--- src/rtl/core/ppiu_pkg.sv ---
// Shared types, constants and helper functions for the palette index unpacker.
package ppiu_pkg;

  localparam int WORD_BITS      = 64;
  localparam int SECTION_BLOCKS = 4096;
  localparam int MIN_INDEX_BITS = 4;
  localparam int PALETTE_CAP    = 4096;
  localparam int LEN_W          = 13;
  localparam int IDX_W          = 12;
  localparam int CNT_W          = 13;
  localparam int WID_W          = 4;
  localparam int PER_W          = 5;
  localparam int QUEUE_DEPTH    = 2;
  localparam int QPTR_W         = 1;
  localparam int QCNT_W         = 2;

  // One classified word as it travels from the front end to the unpacker.
  typedef struct packed {
    logic [WORD_BITS-1:0] word;
    logic                 last_word;
    logic                 active;
    logic [WID_W-1:0]     width;
    logic [PER_W-1:0]     per_word;
  } ppiu_entry_t;

  // Index width: bit length of (len - 1) with len capped, floored at the minimum.
  function automatic logic [WID_W-1:0] index_width(input logic [LEN_W-1:0] len);
    logic [LEN_W-1:0] capped;
    logic [IDX_W-1:0] span;
    logic [WID_W-1:0] w;
    capped = (len > LEN_W'(PALETTE_CAP)) ? LEN_W'(PALETTE_CAP) : len;
    span   = IDX_W'(capped - LEN_W'(1));
    w      = '0;
    for (int b = 0; b < IDX_W; b++) begin
      if (span[b]) begin
        w = WID_W'(b + 1);
      end
    end
    if (w < WID_W'(MIN_INDEX_BITS)) begin
      w = WID_W'(MIN_INDEX_BITS);
    end
    return w;
  endfunction

  // Indices that fit in one word for each width.
  function automatic logic [PER_W-1:0] per_word_count(input logic [WID_W-1:0] w);
    logic [PER_W-1:0] n;
    case (w)
      4'd4:    n = 5'd16;
      4'd5:    n = 5'd12;
      4'd6:    n = 5'd10;
      4'd7:    n = 5'd9;
      4'd8:    n = 5'd8;
      4'd9:    n = 5'd7;
      4'd10:   n = 5'd6;
      4'd11:   n = 5'd5;
      4'd12:   n = 5'd5;
      default: n = 5'd16;
    endcase
    return n;
  endfunction

endpackage

--- src/rtl/core/packed_palette_index_unpacker.sv ---
// Top level of the packed palette index unpacker.
// Usage:
//   Write palette_len at byte address 0 through the APB-style port while the
//   block is idle; it sets the index width (at least 4 bits, at most 12).
//   Each transaction on the in_ channel carries one 64-bit packed word and a
//   last-word flag. The out_ channel returns one transaction per index, low
//   bits first, with the running section count and a flag on the final index
//   of the word.
// Path: a word goes through a queue entry and word_r to the output register.
// Throughput: the unpacker emits one index per cycle when not stalled; a word
//   yields up to 64/width indices (5 to 16); words that yield nothing are
//   dropped. A two-entry queue lets the input accept words while one unpacks.
// Reset: palette_len and the section count go to zero, the queue empties and
//   no output is valid.
// Stall: when out_ready is low the output register holds its transaction,
//   the unpacker pauses, and in_ready drops once the queue is full.
module packed_palette_index_unpacker
  import ppiu_pkg::*;
(
  input  logic                 clk,
  input  logic                 rst_n,
  input  logic                 psel,
  input  logic                 penable,
  input  logic                 pwrite,
  input  logic [2:0]           paddr,
  input  logic [31:0]          pwdata,
  output logic [31:0]          prdata,
  output logic                 pready,
  input  logic                 in_valid,
  output logic                 in_ready,
  input  logic [WORD_BITS-1:0] in_packed_word,
  input  logic                 in_last_word,
  output logic                 out_valid,
  input  logic                 out_ready,
  output logic [IDX_W-1:0]     out_state_index,
  output logic [CNT_W-1:0]     out_decoded_count,
  output logic                 out_last
);

  logic [LEN_W-1:0] palette_len_r, palette_len_nxt;
  logic             cfg_write;
  logic             queue_full;
  logic             push;
  ppiu_entry_t      push_entry;
  logic             pop;
  logic             head_valid;
  ppiu_entry_t      head_entry;

  // Register access
  assign pready    = 1'b1;
  assign cfg_write = psel && penable && pwrite && (paddr[2] == 1'b0);
  assign prdata    = (paddr[2] == 1'b0) ? 32'(palette_len_r) : '0;

  always_comb begin
    palette_len_nxt = cfg_write ? pwdata[LEN_W-1:0] : palette_len_r;
  end

  always_ff @(posedge clk) begin
    if (!rst_n) begin
      palette_len_r <= '0;
    end else begin
      palette_len_r <= palette_len_nxt;
    end
  end

  ppiu_front u_front (
    .in_valid       (in_valid),
    .in_ready       (in_ready),
    .in_packed_word (in_packed_word),
    .in_last_word   (in_last_word),
    .palette_len    (palette_len_r),
    .queue_full     (queue_full),
    .push           (push),
    .push_entry     (push_entry)
  );

  ppiu_queue u_queue (
    .clk        (clk),
    .rst_n      (rst_n),
    .push       (push),
    .push_entry (push_entry),
    .full       (queue_full),
    .pop        (pop),
    .head_valid (head_valid),
    .head_entry (head_entry)
  );

  ppiu_back u_back (
    .clk               (clk),
    .rst_n             (rst_n),
    .head_valid        (head_valid),
    .head_entry        (head_entry),
    .pop               (pop),
    .out_valid         (out_valid),
    .out_ready         (out_ready),
    .out_state_index   (out_state_index),
    .out_decoded_count (out_decoded_count),
    .out_last          (out_last)
  );

endmodule

--- src/rtl/core/ppiu_queue.sv ---
// Two-entry queue between the front end and the unpacker.
module ppiu_queue
  import ppiu_pkg::*;
(
  input  logic        clk,
  input  logic        rst_n,
  input  logic        push,
  input  ppiu_entry_t push_entry,
  output logic        full,
  input  logic        pop,
  output logic        head_valid,
  output ppiu_entry_t head_entry
);

  ppiu_entry_t       mem_r [QUEUE_DEPTH];
  logic [QPTR_W-1:0] wr_ptr_r, wr_ptr_nxt;
  logic [QPTR_W-1:0] rd_ptr_r, rd_ptr_nxt;
  logic [QCNT_W-1:0] cnt_r, cnt_nxt;

  assign full       = (cnt_r == QCNT_W'(QUEUE_DEPTH));
  assign head_valid = (cnt_r != '0);
  assign head_entry = mem_r[rd_ptr_r];

  // Advance pointers and occupancy
  always_comb begin
    wr_ptr_nxt = push ? wr_ptr_r + QPTR_W'(1) : wr_ptr_r;
    rd_ptr_nxt = pop  ? rd_ptr_r + QPTR_W'(1) : rd_ptr_r;
    cnt_nxt    = cnt_r + QCNT_W'(push) - QCNT_W'(pop);
  end

  always_ff @(posedge clk) begin
    if (!rst_n) begin
      wr_ptr_r <= '0;
      rd_ptr_r <= '0;
      cnt_r    <= '0;
    end else begin
      wr_ptr_r <= wr_ptr_nxt;
      rd_ptr_r <= rd_ptr_nxt;
      cnt_r    <= cnt_nxt;
    end
  end

  // Store entries
  always_ff @(posedge clk) begin
    if (push) begin
      mem_r[wr_ptr_r] <= push_entry;
    end
  end

endmodule

--- src/rtl/core/ppiu_front.sv ---
// Front end: accepts packed words and classifies them by the current palette length.
module ppiu_front
  import ppiu_pkg::*;
(
  input  logic                 in_valid,
  output logic                 in_ready,
  input  logic [WORD_BITS-1:0] in_packed_word,
  input  logic                 in_last_word,
  input  logic [LEN_W-1:0]     palette_len,
  input  logic                 queue_full,
  output logic                 push,
  output ppiu_entry_t          push_entry
);

  logic [WID_W-1:0] width;

  // Accept whenever the queue has room
  assign in_ready = !queue_full;
  assign push     = in_valid && !queue_full;

  // Classify the word: index width, indices per word, and whether any are produced
  always_comb begin
    width                = index_width(palette_len);
    push_entry.word      = in_packed_word;
    push_entry.last_word = in_last_word;
    push_entry.active    = (palette_len > LEN_W'(1));
    push_entry.width     = width;
    push_entry.per_word  = per_word_count(width);
  end

endmodule

--- src/rtl/core/ppiu_back.sv ---
// Back end: emits one index per cycle from the current word unless the output stalls, and tracks the section count.
module ppiu_back
  import ppiu_pkg::*;
(
  input  logic             clk,
  input  logic             rst_n,
  input  logic             head_valid,
  input  ppiu_entry_t      head_entry,
  output logic             pop,
  output logic             out_valid,
  input  logic             out_ready,
  output logic [IDX_W-1:0] out_state_index,
  output logic [CNT_W-1:0] out_decoded_count,
  output logic             out_last
);

  logic                 busy_r, busy_nxt;
  logic [WORD_BITS-1:0] word_r, word_nxt;
  logic                 last_word_r, last_word_nxt;
  logic                 active_r, active_nxt;
  logic [WID_W-1:0]     width_r, width_nxt;
  logic [PER_W-1:0]     rem_r, rem_nxt;
  logic [CNT_W-1:0]     count_r, count_nxt;
  logic                 out_valid_r, out_valid_nxt;
  logic [IDX_W-1:0]     index_r, index_nxt;
  logic [CNT_W-1:0]     dcount_r, dcount_nxt;
  logic                 olast_r, olast_nxt;

  logic             drop;
  logic             emit;
  logic             emit_last;
  logic             finish;
  logic [IDX_W-1:0] mask;

  assign out_valid         = out_valid_r;
  assign out_state_index   = index_r;
  assign out_decoded_count = dcount_r;
  assign out_last          = olast_r;

  // Words that produce nothing: small palette or full section
  assign drop      = busy_r && (!active_r || (count_r == CNT_W'(SECTION_BLOCKS)));
  assign emit      = busy_r && !drop && (!out_valid_r || out_ready);
  assign emit_last = (rem_r == PER_W'(1)) || (count_r == CNT_W'(SECTION_BLOCKS - 1));
  assign finish    = drop || (emit && emit_last);
  assign pop       = head_valid && (!busy_r || finish);
  assign mask      = ~({IDX_W{1'b1}} << width_r);

  always_comb begin
    busy_nxt      = busy_r;
    word_nxt      = word_r;
    last_word_nxt = last_word_r;
    active_nxt    = active_r;
    width_nxt     = width_r;
    rem_nxt       = rem_r;
    count_nxt     = count_r;
    out_valid_nxt = out_valid_r;
    index_nxt     = index_r;
    dcount_nxt    = dcount_r;
    olast_nxt     = olast_r;

    // Drop the output transaction once taken
    if (out_ready) begin
      out_valid_nxt = 1'b0;
    end

    // Emit one index and advance through the word
    if (emit) begin
      out_valid_nxt = 1'b1;
      index_nxt     = word_r[IDX_W-1:0] & mask;
      dcount_nxt    = count_r + CNT_W'(1);
      olast_nxt     = emit_last;
      count_nxt     = count_r + CNT_W'(1);
      word_nxt      = word_r >> width_r;
      rem_nxt       = rem_r - PER_W'(1);
    end

    // Close the word; the section ends after a marked last word
    if (finish) begin
      busy_nxt = 1'b0;
      if (last_word_r) begin
        count_nxt = '0;
      end
    end

    // Load the next word from the queue
    if (pop) begin
      busy_nxt      = 1'b1;
      word_nxt      = head_entry.word;
      last_word_nxt = head_entry.last_word;
      active_nxt    = head_entry.active;
      width_nxt     = head_entry.width;
      rem_nxt       = head_entry.per_word;
    end
  end

  always_ff @(posedge clk) begin
    if (!rst_n) begin
      busy_r      <= 1'b0;
      count_r     <= '0;
      out_valid_r <= 1'b0;
    end else begin
      busy_r      <= busy_nxt;
      count_r     <= count_nxt;
      out_valid_r <= out_valid_nxt;
    end
  end

  // Hold payload registers
  always_ff @(posedge clk) begin
    word_r      <= word_nxt;
    last_word_r <= last_word_nxt;
    active_r    <= active_nxt;
    width_r     <= width_nxt;
    rem_r       <= rem_nxt;
    index_r     <= index_nxt;
    dcount_r    <= dcount_nxt;
    olast_r     <= olast_nxt;
  end

endmodule

--- config.mk ---
export PLATFORM = sky130hd
export DESIGN_NAME = packed_palette_index_unpacker
export DESIGN_NICKNAME = d
export VERILOG_FILES = /design/src/rtl/core/ppiu_pkg.sv /design/src/rtl/core/packed_palette_index_unpacker.sv /design/src/rtl/core/ppiu_queue.sv /design/src/rtl/core/ppiu_front.sv /design/src/rtl/core/ppiu_back.sv
export SDC_FILE = /design/constraint.sdc
export NUM_CORES = 1
export LEC_CHECK = 0
export ABC_AREA = 1
export BUFFER_PORTS_ARGS = -buffer_cell sky130_fd_sc_hd__buf_2
export CAP_MARGIN = 10
export CELL_PAD_IN_SITES_DETAIL_PLACEMENT = 1
export CELL_PAD_IN_SITES_GLOBAL_PLACEMENT = 1
export CORE_MARGIN = 4
export CORE_UTILIZATION = 48
export CTS_CLUSTER_SIZE = 10
export DETAILED_ROUTE_END_ITERATION = 8
export GPL_TIMING_DRIVEN = 0
export PLACE_DENSITY = 0.85
export SYNTH_ARGS = -nofsm -noshare
export SYNTH_HDL_FRONTEND = slang
export SYNTH_SLANG_ARGS = --single-unit
export TNS_END_PERCENT = 10
--- constraint.sdc ---
create_clock -name clk -period 6.4 [get_ports clk]
set_input_delay 0.32 -clock clk [delete_from_list [all_inputs] [get_ports clk]]
set_output_delay 0.32 -clock clk [all_outputs]
set_load 0.005 [all_outputs]
==> reports/summary.txt <==
Status - completed
Synth cell types - 45
I/O pin total - 168
Sw Ratio - 45.7%
ANT cells - 0
CP startpoint kind - register
WS Path Type - register to register
Synth Register Bits - 284
Starting Density - 49.1%
Grt met3 use - 3.94%
PD cells - 556 nW/um2
P&R area growth vs syn - 20.0%
RSZ-0062 raised after global routing - no
Residual DRC - 0
Initial DRT Pass Iterations - 5
Final wirelength - 50300 um
Die X - 180 um
Part of the power in the clock network - 19.9%
Max_slew headroom - 27.9%
Number of global-route vias before repair - 13500
Layout cells sized above 1 - 14.2%
Crit. End Element - register
Gp weighted congestion - 0.976
Synth top area share - 52.9%
Die footprint - 32500 um2
Worst slew pin tran - 1.08 ns
First-pass GRT wire length - 77700 um
Final Max Tran Viols - 0
Largest net degree at the start of global routing - 68
Net Switching - 0.00435 W
CTS tree - built
H-tree Lvls - 2
DR iter-0 viols - 1020
Worst EP arrival - 4.05 ns
Synth Area per Inst - 8.97 um2
Worst hold path type - primary input to register
Max Root-Sink Buffers - 3
Core ar. - 29000 um2
Tmin final - 3.80 ns
Post_cts resized - 0
Peak VDD IR - 0.255 mV
Hold_buf cts - 48
Final hold viol count - 0
Fmax - 263 MHz
GRT met1 Usage - 40.7%
Max Fanout on Critical Path - 10
Final HPWL from detailed placement - 35000 um
Fill count - 3385
Post-Synthesis Cells - 1589
CTS Root Cell - clkbuf_16
Fin crit share - 59.3%
Leading area contributor after synthesis - edfxtp_1
Setup repair bufs after CTS - 0
Post-route ant nets - 0
CTS Sinks - 284
Via count - 12800
Dominant cells by area after synthesis - edfxtp_1, nand2_1, o21ai_0
Register area share after synthesis - 57.5%
GRT busiest layer - met2
PortBufs - 126
Met2 Use GR - 52.3%
Die H - 180 um
Fin Setup TNS - 0 ns
Clock transition at path regs - 0.06 ns
Cell-internal power - 0.00516 W
Nets - 1945
Worst Path Required - 6.65 ns
Post-Route Skew - 0.0207 ns
Routed len/inst - 22.5 um
Post-Syn Area - 14300 um2
Leakage - 7.11 nW
GR Overflow Total - 0
Ys Warns - 0
Sequential power share - 32.5%
Initial antenna violation count - 0
Combinational Power Share - 47.7%
Routed vias/inst - 5.73
Total CTS buffers - 35
Clk Latency, worst-skew pair - 0.53 ns
Num rows - 62
Max cap viols - 0
Final setup viols - 0
Final core area utilization - 59.0%
Total GRT Usage - 30.3%
## cells by family (layout without fill, tap and decap cells)
kind of cell | Yosys count | count (layout) | share of synthesized area (%)
AOI/OAI and AO/OA | 278 | 278 | 11.3
xor gates and xnor gates | 16 | 16 | 0.983
muxes | 7 | 7 | 0.492
DFF | 284 | 284 | 57.5
other | 2 | 20 | 0.0527
buffers and inverters | 215 | 456 | 6.57
and+or+nand+nor | 774 | 774 | 21.9
adders and majority gates | 13 | 13 | 1.14
## synthesized netlist by cell type (all sizes together)
cell type,n
a211oi,13
a21boi,2
a21oi,28
a31oi,62
a41oi,1
buf,52
clkbuf,59
clkinv,2
conb,2
dfxtp,33
edfxtp,251
ha,13
inv,102
mux2i,7
nand2,549
nand3,73
nand3b,2
nand4,9
nor2,130
nor3,8
nor4,1
o2111ai,1
o211ai,7
o21a,1
o21ai,149
o21bai,2
o221ai,4
o31ai,8
or2,2
xor2,16
## cells in the final DEF, fill, tap and decap left out, types with 3 or more instances in the layout
| cell | count |
|---|---|
| nand2_2 | 7 |
| nand2_1 | 540 |
| inv_1 | 90 |
| mux2i_1 | 7 |
| buf_2 | 144 |
| nand4_1 | 9 |
| ha_1 | 13 |
| buf_6 | 3 |
| o31ai_2 | 6 |
| buf_12 | 4 |
| clkinv_2 | 3 |
| xor2_1 | 16 |
| inv_2 | 12 |
| dfxtp_1 | 33 |
| o221ai_1 | 4 |
| a31oi_1 | 62 |
| nand3_1 | 70 |
| clkbuf_1 | 77 |
| clkbuf_16 | 36 |
| buf_1 | 9 |
| nor3_1 | 5 |
| buf_4 | 22 |
| a211oi_1 | 13 |
| o211ai_1 | 7 |
| dlygate4sd3_1 | 51 |
| nand3_2 | 3 |
| nor2_2 | 4 |
| edfxtp_1 | 251 |
| nor2_1 | 122 |
| o21ai_1 | 6 |
| nor3_2 | 3 |
| nor2_4 | 4 |
| a21oi_1 | 28 |
| conb_1 | 20 |
| o21ai_0 | 141 |
## worst paths after layout
kind                            slack [ns]                from  depth (start not counted)                    to
worst min register to register        0.51    u_queue.cnt_r[1]                          1      u_queue.cnt_r[1]
worst min-delay path                  0.01  in_packed_word[46]                          1  u_queue.mem_r[1][57]
worst max-delay path                  2.60    palette_len_r[8]                         27   u_queue.mem_r[0][0]
worst max register to register        2.60    palette_len_r[8]                         27   u_queue.mem_r[0][0]
## power groups by stage
| stage | Combinational [W] | Sequential (W) | Clock (W) |
|---|---|---|---|
| 2_1_floorplan | 0.00278 | 0.00303 | 0 |
| 3_3_place_gp | 0.00413 | 0.00312 | 0 |
| 3_5_place_dp | 0.00432 | 0.00311 | 0 |
| 4_1_cts | 0.00440 | 0.00308 | 0.00189 |
| 5_1_grt | 0.00495 | 0.00312 | 0.00199 |
| 6_report | 0.00454 | 0.00309 | 0.00189 |
## per-stage QoR
step | setup slack, ns | cells | hold WS (ns) | instance area [um2] | total power (W)
floorplan | 2.18 | 1607 | 0.419 | 14300 | 0.00581
global placement | 0.271 | 2117 | 0.435 | 15400 | 0.00725
detailed placement | 2.80 | 2121 | 0.486 | 15500 | 0.00743
CTS | 2.67 | 2229 | 0.00148 | 17100 | 0.00937
global route | 2.26 | 2232 | 0.00432 | 17100 | 0.0101
finish | 2.60 | 2232 | 0.0100 | 17100 | 0.00951
## registers in the layout, indices dropped and copies added, names as in the netlist, 2 cells and up, named ones only
signal	count
u_queue.mem_r	150
u_back.word_r	64
palette_len_r	13
u_back.count_r	13
u_back.out_decoded_count	13
u_back.out_state_index	12
u_back.rem_r	5
u_back.width_r	4
u_queue.cnt_r	2
## worst max-delay path: stages (launching register included)
cell and delay (ns):
dfxtp_1 0.36, nor2_1 0.16, nand2_1 0.12, nor2_1 0.14
nand2_2 0.08, nand2_4 0.10, buf_6 0.15, inv_1 0.09
nor2_1 0.20, inv_1 0.08, ha_1 0.23, nand2_1 0.10
inv_1 0.07, nand2_1 0.09, nor2_2 0.07, a21oi_1 0.17
nand2_1 0.09, nor2_1 0.09, nand3_1 0.08, nand2_1 0.07
inv_1 0.07, nand2_1 0.17, inv_1 0.14, ha_1 0.23
nand4_1 0.12, nand2_1 0.06, inv_1 0.06, nand2_1 0.10
## layout make-up
type / count / area [um2] / share of cell area, %
multi-input combinational: 1108 / 5210 / 30.5
clock inverter: 6 / 95.1 / 0.556
tap: 384 / 480 / 2.81
timing repair buffer: 181 / 1220 / 7.14
sequential: 284 / 8200 / 47.9
inverter: 104 / 392 / 2.29
buffer: 111 / 544 / 3.18
clock buffer: 54 / 968 / 5.66
## per-layer routing
| layer | wire length, um | vias to the layer above |
|---|---|---|
| li1 | - | 5813 |
| met1 | 20900 | 6377 |
| met2 | 25000 | 487 |
| met3 | 3110 | 112 |
| met4 | 1310 | 0 |
| met5 | 0 | - |
Note: power is estimated with default switching activity, not from simulation.
